[config.mk]
export PLATFORM = sky130hd
export DESIGN_NAME = pct_link_store
export DESIGN_NICKNAME = d
export VERILOG_FILES = /design/src/hdl/pct_link_store.sv
export SDC_FILE = /design/constraint.sdc
export NUM_CORES = 1
export LEC_CHECK = 0
export BUFFER_PORTS_ARGS = -buffer_cell sky130_fd_sc_hd__buf_2
export CAP_MARGIN = 15
export CORE_AREA = 4 4 41 43
export DETAILED_ROUTE_END_ITERATION = 7
export DIE_AREA = 0 0 45 47
export GPL_ROUTABILITY_DRIVEN = 0
export HOLD_SLACK_MARGIN = 0.12
export PLACE_DENSITY = 0.33
export SETUP_SLACK_MARGIN = 0.2
export SYNTH_ARGS = -nofsm -noshare
export SYNTH_HDL_FRONTEND = slang
export SYNTH_SLANG_ARGS = --single-unit
[constraint.sdc]
create_clock -name clk -period 1.8 [get_ports clk]
set_clock_uncertainty 0.05 [all_clocks]
set_input_delay 0.09 -clock clk [delete_from_list [all_inputs] [get_ports clk]]
set_output_delay 0.09 -clock clk [all_outputs]
set_load 0.02 [all_outputs]
[src/hdl/pct_link_store.sv]
// Child-link memory with one read port, one write port and a zeroing sweep after reset.
module pct_link_store #(
  parameter int DEPTH  = 2,
  parameter int DATA_W = 1,
  localparam int ADDR_W = $clog2(DEPTH)
) (
  input  logic              clk,
  input  logic              rst_n,
  input  logic              rd_en,
  input  logic [ADDR_W-1:0] rd_addr,
  output logic [DATA_W-1:0] rd_data,
  input  logic              wr_en,
  input  logic [ADDR_W-1:0] wr_addr,
  input  logic [DATA_W-1:0] wr_data,
  output logic              busy
);

  logic [DATA_W-1:0] mem [DEPTH];
  logic [DATA_W-1:0] rd_data_r;
  logic [ADDR_W-1:0] clr_idx_r, clr_idx_nxt;
  logic              busy_r, busy_nxt;

  always_comb begin
    clr_idx_nxt = clr_idx_r;
    busy_nxt    = busy_r;
    if (busy_r) begin
      if (clr_idx_r == ADDR_W'(DEPTH - 1)) begin
        busy_nxt = 1'b0;
      end else begin
        clr_idx_nxt = clr_idx_r + ADDR_W'(1);
      end
    end
  end

  always_ff @(posedge clk) begin
    if (!rst_n) begin
      busy_r    <= 1'b1;
      clr_idx_r <= '0;
    end else begin
      busy_r    <= busy_nxt;
      clr_idx_r <= clr_idx_nxt;
    end
  end

  always_ff @(posedge clk) begin
    if (busy_r) begin
      mem[clr_idx_r] <= '0;
    end else if (wr_en) begin
      mem[wr_addr] <= wr_data;
    end
    if (rd_en) begin
      rd_data_r <= mem[rd_addr];
    end
  end

  assign rd_data = rd_data_r;
  assign busy    = busy_r;

endmodule

==> impl_metrics.csv, run 1 <==
group,metric,value,unit
drt,avgRoutedWirePerCell,8.23,um
synthesis,netlist_instances,16,
synthesis,synthTopCellsByCount,"3 x edfxtp_1, 3 x nand2_1, 2 x dfxtp_1",
sta,period_share,60.3,%
setup_path,slowest_stage,"dlygate4sd3_1",
drt,m1WireLength,171,um
cts,cts_sinks,5,
placement,hpwl,294,um
synthesis,yosysTopAreaCell,"edfxtp_1",
synthesis,synth_enable_flop_cells,3,
synthesis,synth-seq-cells,5,
cts,insertion_delay,0.24,ns
die,dieHeight,47,um
die,start_util,15.5,%
drt,drc_errors,0,
cts,postCtsSetupRepairBufs,0,
cts,cts.clk_slew.worst_paths,0.04,ns
worst_hold_path,hold_class,"in2reg",
sta,finalSetupViolations,0,
global_route,grt_pass1_wl,572,um
synthesis,ys_warn_count,0,
cts,cts_root_buf,"clkbuf_4",
drt,met3_length,33,um
setup_path,required,1.74,ns
global_route,overflow,0,
setup_path,endpoint_kind,"flop",
finish,fin_nets,40,
setup_path,crit_type,"in2reg",
synthesis,seq_area_frac_synth,64.6,%
drt,viasPerCell,3.45,
synthesis,synth-async-reset-ratio,0,%
cts,htreeDepth,1,
finish,n_fill_cell,147,
die,coreArea,1300,um2
synthesis,syn_area_per_cell,12.6,um2
global_route,antenna_found_initial,0,
finish,antenna_cells,0,
global_route,grt_max_degree,7,
setup_path,max_stage_delay,0.52,ns
drt,wl,387,um
sta,rsz0062_at_grt,"no",
die,rows,13,
sta,worst_pin_slew,0.165,ns
synthesis,synth_nets,23,
setup_path,cp_data_arrival_time,1.02,ns
cts,cts_tree,"done",
global_route,grtUsageTotal,4.29,%
sta,setup-tns-final,0,ns
sta,fmax,922,MHz
power_and_ir_drop,ir_drop,0.000355,V
sta,worst_slack,0.715,ns
sta,fin_crit,1.08,ns
cts,cts_buffer_depth,2,
drt,top_layer,"met3",
synthesis,netlist_area,201,um2
global_route,grt_pass1_vias,149,
power_and_ir_drop,static-leakage-power,0.147,nW
placement,port_buffers,8,
drt,antenna_left,0,
placement,dp_slack,0.861,ns
sta,final_hold_viol_count,0,
synthesis,synth_ff_type,"edfxtp_1",
run,drv_cap,0,
cts,cts_inserted_buffers,3,
power_and_ir_drop,powerDensity,932,nW/um2
status,run_status,"finished, final reports clean",
drt,vias,162,
die,die_x,45,um
drt,drt-pass1-iter-count,2,
finish,area_delta_synth_final,62.1,%
setup_path,cp_num_buf_inv,2,
synthesis,synth_top_area_share,44.7,%
die,io_pins,9,
drt,drtIter0Drc,4,
sta,max_slew_margin,89.0,%
drt,dr_wl_met2,183,um
synthesis,synthTopCellsByArea,"edfxtp_1 45%, dfxtp_1 20%, nand2b_4 6.8%",
sta,drv_slew,0,
setup_path,cp-start-kind,"input port",
setup_path,path_max_fanout,1,
die,die_area,2120,um2
setup_path,path_cells,"dlygate4sd3_1, buf_2, mux2_2",
synthesis,synth.distinct_cells,11,
finish,drive_above_1_share,43.8,%
setup_path,cp_top_family,"buffers and inverters",
[cells by family (layout without fill, tap and decap cells)]
logic type             after synthesis  count (layout)  share of synthesized area, %
AO/OA/AOI/OAI                        3               3                          10.6
buffers and inverters                1              17                          1.86
flip-flops                           5               5                          64.6
multiplexers                         1               1                          5.59
AND/OR/NAND/NOR                      6               6                          17.4
[metrics by stage]
stage / utilization [%] / hold WS, ns / std cells / instance area (um2) / power [mW]
final: 25.1 / 0.147 / 47 / 327 / 0.304
after global routing: 25.1 / 0.138 / 47 / 327 / 0.329
after CTS: 25.1 / 0.136 / 47 / 327 / 0.313
after detailed placement: 20.0 / 0.224 / 39 / 260 / 0.173
after global placement: 20.0 / 0.220 / 39 / 260 / 0.172
after floorplan: - / 0.102 / 16 / 201 / 0.158
[flip-flops by register name, indices dropped and copies added (netlist names)]
register / flops
clr_idx_r: 1
rd_data: 1
mem: 2
busy: 1
[cell usage in the layout (no fill, tap or decap)]
master         Yosys  routed
o21ai_1            1       1
o21ai_2            1       1
edfxtp_1           3       3
nor2_1             1       1
mux2_2             1       1
nand2b_4           1       1
nand2_1            3       3
inv_1              1       1
clkbuf_4           0       3
nand2b_1           1       1
buf_2              0       8
dlygate4sd3_1      0       4
o21a_1             1       1
dfxtp_1            2       2
clkbuf_1           0       1
[tightest hold or removal path, cell delays in order]
cell and delay [ns]:
buf_2 0.07, inv_1 0.03, nor2_1 0.11
[final timing paths]
kind	start	end	slack, ns	cells past startpoint
hold reg to reg	clr_idx_r	clr_idx_r	0.45	1
setup / recovery	rd_addr	rd_data	0.72	3
setup reg to reg	busy	mem[0]	0.86	2
hold / removal	wr_data	mem[0]	0.15	3
[timing repair]
action	CTS	global route
hold buffers	4	0
hold endpoints to repair	5	0
gates resized for setup	0	0
[report_power, final]
group	switching (mW)	total, mW	internal (mW)
registers	0.00481	0.137	0.133
clock network	0.0437	0.127	0.0837
logic	0.0175	0.0396	0.0220
[metal layers]
layer,vias to the layer above,GRT usage [%]
li1,86,-
met1,70,4.15
met2,6,5.93
met3,0,4.60
met4,0,1.75
met5,-,0
[area by class of cell]
type                       instances  area (um2)  share of cell area (%)
sequential                         5         130                    39.8
timing repair buffer              12        80.1                    24.5
multi-input combinational         10        67.6                    20.7
clock buffer                       4        26.3                    8.05
tap                               15        18.8                    5.75
inverter                           1        3.75                    1.15
Power figures use the tool's default switching activity.
==> run 2: changes to the inputs <==
==> constraint.sdc (replaced) <==
create_clock -name clk -period 1 [get_ports clk]
set_clock_uncertainty 0.05 [all_clocks]
set_input_delay 0.05 -clock clk [delete_from_list [all_inputs] [get_ports clk]]
set_output_delay 0.05 -clock clk [all_outputs]
set_load 0.02 [all_outputs]
==> run 2 against run 1 <==
Net effect:
- hold slack worse by 0.067 ns
- power increased by 81%
- highest routed layer unchanged
- clock-buffer cell count unchanged
- design area fell by 1.1%
- register-to-register slack worse by 0.80 ns
- first-iteration DRC count is 100% lower
- sequential power rose by 82%
- sequential share of layout area rose by 1.6 points
- combinational power is 80% higher
- setup slack got worse by 0.66 ns
==> impl_metrics.csv, run 2 (synthesis results as in run 1) <==
group,metric,value,unit
global_route,grt.busiest_layer,"met2",
power_and_ir_drop,p_total,0.550,mW
finish,final_cell_mix,"7 x buf_2, 3 x clkbuf_4, 3 x edfxtp_1",
global_route,grt_pass1_wl,572,um
setup_path,cp_data_arrival_time,0.84,ns
setup_path,required,0.90,ns
sta,max_slew_margin,91.7,%
global_route,grtUsageTotal,4.20,%
die,rows,13,
run,drv_cap,0,
power_and_ir_drop,static-leakage-power,0.143,nW
sta,setup-tns-final,0,ns
status,run_status,"finished, final reports clean",
die,die_x,45,um
power_and_ir_drop,swShare,21.9,%
cts,cts_buffer_depth,2,
global_route,gr-usage-met1,3.45,%
power_and_ir_drop,powerDensity,1700,nW/um2
finish,drive_above_1_share,56.7,%
global_route,overflow,0,
global_route,grt_max_degree,7,
sta,worst_pin_slew,0.124,ns
setup_path,max_stage_delay,0.36,ns
sta,hold_ws,0.0797,ns
drt,wl,359,um
power_and_ir_drop,p_comb_share,13.0,%
sta,finalSetupViolations,0,
power_and_ir_drop,power_frac_seq,45.4,%
sta,drv_slew,0,
finish,antenna_cells,0,
cts,cts_inserted_buffers,3,
cts,hold_buffers,2,
drt,avgRoutedWirePerCell,7.98,um
power_and_ir_drop,netSwitchingPower,0.120,mW
finish,top_register,"mem",
finish,area_delta_synth_final,60.2,%
finish,n_fill_cell,150,
power_and_ir_drop,ir_drop,0.000843,V
sta,fmax,1060,MHz
cts,cts_root_buf,"clkbuf_4",
setup_path,path_max_fanout,6,
global_route,met3_usage,6.13,%
drt,drtIter0Drc,0,
sta,final_hold_viol_count,0,
finish,fin_nets,38,
sta,fin_crit,0.941,ns
drt,antenna_left,0,
global_route,grt_pass1_vias,150,
die,die_area,2120,um2
die,io_pins,9,
placement,hpwl,292,um
sta,period_share,94.1,%
global_route,grt_util_met2,6.21,%
setup_path,path_cells,"nand2b_4, o21ai_2",
cts,cts_tree,"done",
setup_path,cp-start-kind,"flop",
cts,cts.clk_slew.worst_paths,0.05,ns
finish,largest_reg_flops,2,
drt,drt-pass1-iter-count,1,
cts,postCtsSetupRepairBufs,0,
die,coreArea,1300,um2
setup_path,slowest_stage,"dfxtp_4",
drt,vias,152,
sta,rsz0062_at_grt,"yes",
cts,insertion_delay,0.24,ns
drt,viasPerCell,3.38,
power_and_ir_drop,internal-power,0.429,mW
setup_path,crit_type,"reg2reg",
cts,cts_sinks,5,
finish,layout_commonest_cell,"buf_2",
cts,htreeDepth,1,
placement,port_buffers,8,
power_and_ir_drop,p_clk_share,41.7,%
die,dieHeight,47,um
worst_hold_path,hold_class,"in2reg",
die,start_util,15.5,%
setup_path,endpoint_kind,"flop",
global_route,antenna_found_initial,0,
drt,drc_errors,0,
[run 2: changes by cell type in the layout (fill, tap and decap cells not counted), sizes merged]
cell,delta
dlygate4sd3,-2
[run 2: path summary, 6_finish.rpt]
kind                  start   endpoint  slack (ns)  depth (start not counted)
setup / recovery       busy     mem[0]        0.06                          2
hold / removal      wr_addr     mem[0]        0.08                          2
setup reg to reg       busy     mem[0]        0.06                          2
hold reg to reg   clr_idx_r  clr_idx_r        0.44                          1
[run 2: area by class of cell]
class / instances / area [um2] / area share, %
clock buffer: 4 / 26.3 / 8.14
tap: 15 / 18.8 / 5.81
timing repair buffer: 10 / 66.3 / 20.5
inverter: 1 / 3.75 / 1.16
sequential: 5 / 134 / 41.5
multi-input combinational: 10 / 73.8 / 22.9
[run 2: timing repair]
action                     in CTS  in global routing
hold endpoints to repair        7                  4
resized for setup               3                  1
pin swaps                       0                  2
setup endpoints to repair       7                  7
[run 2: metrics by stage]
stage	instances	setup slack, ns	area [um2]	util (%)
after floorplan	16	0.0520	205	-
after global placement	39	0.0705	264	20.3
after detailed placement	39	0.0605	264	20.3
after CTS	45	0.0556	320	24.6
after global routing	45	0.0351	323	24.8
final	45	0.0587	323	24.8
[run 2: worst max-delay path: cells and delay by family, from the launching register on]
family / cells / cell delay [ns]
DFF: 1 / 0.36
AOI/OAI and AO/OA: 1 / 0.11
and+or+nand+nor: 1 / 0.14
[run 2: routing by layer]
layer / share of wire (%) / up-vias
met5: 0 / -
met4: 0 / 0
met2: 49 / 6
li1: - / 83
met3: 13 / 0
met1: 38 / 63
[run 2: power groups by stage]
stage | sequential (mW) | combinational [mW] | clock, mW
after detailed placement | 0.251 | 0.0601 | 0
after global routing | 0.252 | 0.0784 | 0.254
after global placement | 0.250 | 0.0594 | 0
after floorplan | 0.258 | 0.0262 | 0
final | 0.249 | 0.0713 | 0.229
after CTS | 0.249 | 0.0721 | 0.241
==> run 3: changes to the inputs <==
--- a/config.mk
+++ b/config.mk
@@ -7,9 +7,9 @@
 export LEC_CHECK = 0
 export BUFFER_PORTS_ARGS = -buffer_cell sky130_fd_sc_hd__buf_2
 export CAP_MARGIN = 15
-export CORE_AREA = 4 4 41 43
+export CORE_AREA = 2 2 39 41
 export DETAILED_ROUTE_END_ITERATION = 7
-export DIE_AREA = 0 0 45 47
+export DIE_AREA = 0 0 41 43
 export GPL_ROUTABILITY_DRIVEN = 0
 export HOLD_SLACK_MARGIN = 0.12
 export PLACE_DENSITY = 0.33
==> constraint.sdc (replaced) <==
create_clock -name clk -period 0.96 [get_ports clk]
set_clock_uncertainty 0.05 [all_clocks]
set_input_delay 0.048 -clock clk [delete_from_list [all_inputs] [get_ports clk]]
set_output_delay 0.048 -clock clk [all_outputs]
set_load 0.02 [all_outputs]
==> run 3 against run 2 <==
Net effect:
- design area increased by 2.7%
- setup slack worse by 0.040 ns
- via count increased by 11%
- global-route usage rose by 1.6 points
- clock-buffer cell count unchanged
- register-to-register slack got worse by 0.04 ns
- flip-flop and latch count unchanged
- largest cell class unchanged
- largest power group unchanged
- highest routed layer unchanged
==> impl_metrics.csv, run 3 (synthesis results as in run 1) <==
group,metric,value,unit
placement,port_buffers,8,
sta,final_hold_viol_count,0,
die,io_pins,9,
finish,area_delta_synth_final,64.6,%
sta,worst_pin_slew,0.132,ns
cts,htreeDepth,1,
power_and_ir_drop,static-leakage-power,0.149,nW
cts,cts_inserted_buffers,3,
cts,hold_buffers,2,
global_route,antenna_found_initial,0,
sta,worst_slack,0.0190,ns
worst_hold_path,hp-start,"wr_addr",
sta,fmax,1060,MHz
sta,period_share,98.0,%
global_route,grt_pass1_wl,621,um
sta,drv_slew,0,
sta,fin_crit,0.941,ns
setup_path,cp_data_arrival_time,0.84,ns
setup_path,path_max_fanout,6,
drt,wl,382,um
finish,final_cell_mix,"7 x buf_2, 3 x nand2_1, 3 x clkbuf_4, 3 x edfxtp_1, 2 x dlygate4sd3_1",
setup_path,endpoint_kind,"flop",
finish,top_register,"mem",
power_and_ir_drop,powerDensity,1750,nW/um2
run,drv_cap,0,
cts,cts_tree,"done",
finish,antenna_cells,0,
drt,drc_errors,0,
drt,viasPerCell,3.60,
setup_path,r2r-start,"busy",
global_route,grt_max_degree,7,
cts,insertion_delay,0.24,ns
status,run_status,"finished, final reports clean",
die,start_util,14.6,%
drt,avgRoutedWirePerCell,8.13,um
die,die_area,1760,um2
setup_path,crit_type,"reg2reg",
worst_hold_path,hold_depth,2,
global_route,overflow,0,
sta,max_slew_margin,91.2,%
finish,largest_reg_flops,2,
die,die_x,41,um
drt,drtIter0Drc,1,
finish,multi_input_area,73.8,um2
finish,regArea,134,um2
finish,n_fill_cell,152,
placement,hpwl,287,um
sta,finalSetupViolations,0,
setup_path,required,0.86,ns
worst_hold_path,hold_class,"in2reg",
die,coreArea,1380,um2
setup_path,r2r_cells,2,
drt,drt-pass1-iter-count,2,
drt,vias,169,
drt,antenna_left,0,
cts,cts_sinks,5,
setup_path,cp-start-kind,"flop",
finish,fin_nets,39,
global_route,grt_pass1_vias,173,
cts,cts.clk_slew.worst_paths,0.04,ns
die,dieHeight,43,um
cts,cts_buffer_depth,2,
sta,rsz0062_at_grt,"yes",
global_route,grtUsageTotal,5.84,%
cts,cts_root_buf,"clkbuf_4",
placement,dp_slack,0.0157,ns
power_and_ir_drop,ir_drop,0.000442,V
die,rows,14,
sta,setup-tns-final,0,ns
finish,layout_commonest_cell,"buf_2",
setup_path,crit_start,"busy",
finish,drive_above_1_share,54.8,%
[run 3: cell count changes in the layout (fill, tap and decap cells not counted), sizes merged]
cell  delta
buf      +1
[run 3: path summary, 6_finish.rpt]
kind                                   to  slack (ns)
worst max-delay path               mem[0]        0.02
worst min-delay path               mem[0]        0.09
worst max register to register     mem[0]        0.02
worst min register to register  clr_idx_r        0.43
[run 3: layout make-up]
| class | instances | area share (%) |
|---|---|---|
| Timing Repair Buffer | 11 | 22.3 |
| Tap cell | 16 | 6.04 |
| Multi-Input combinational cell | 10 | 22.3 |
| Inverter | 1 | 1.13 |
| Clock buffer | 4 | 7.92 |
| Sequential cell | 5 | 40.4 |
[run 3: per-layer routing]
layer | part of all wire, % | GRT usage [%]
met3 | 14 | 6.28
met1 | 41 | 4.87
met4 | 0 | 4.00
met2 | 45 | 7.81
met5 | 0 | 0
[run 3: critical path: stages (launching register included)]
cell	delay, ns
dfxtp_4	0.35
nand2b_4	0.14
o21ai_2	0.11
[run 3: what timing repair did]
item                                    4_1_cts  5_1_grt
gates resized for setup                       1        3
endpoints found under the setup margin        7        7
buffers inserted                              1        0
pin swaps                                     0        0
endpoints found under the hold margin         7        4
[run 3: power breakdown]
| group | switching (mW) | total (mW) | internal [mW] |
|---|---|---|---|
| clock | 0.0851 | 0.242 | 0.157 |
| sequential | 0.0102 | 0.259 | 0.249 |
| combinational | 0.0337 | 0.0794 | 0.0457 |
[run 3: per-stage QoR]
step                      util, %  area, um2  hold slack, ns  cells  power (mW)
after floorplan                 -        205          0.0593     16       0.296
after global placement       19.2        265           0.167     40       0.323
after detailed placement     19.2        265           0.177     40       0.324
after CTS                    23.2        322          0.0695     47       0.587
after global routing         24.0        332          0.0760     47       0.617
final                        24.0        332          0.0861     47       0.580
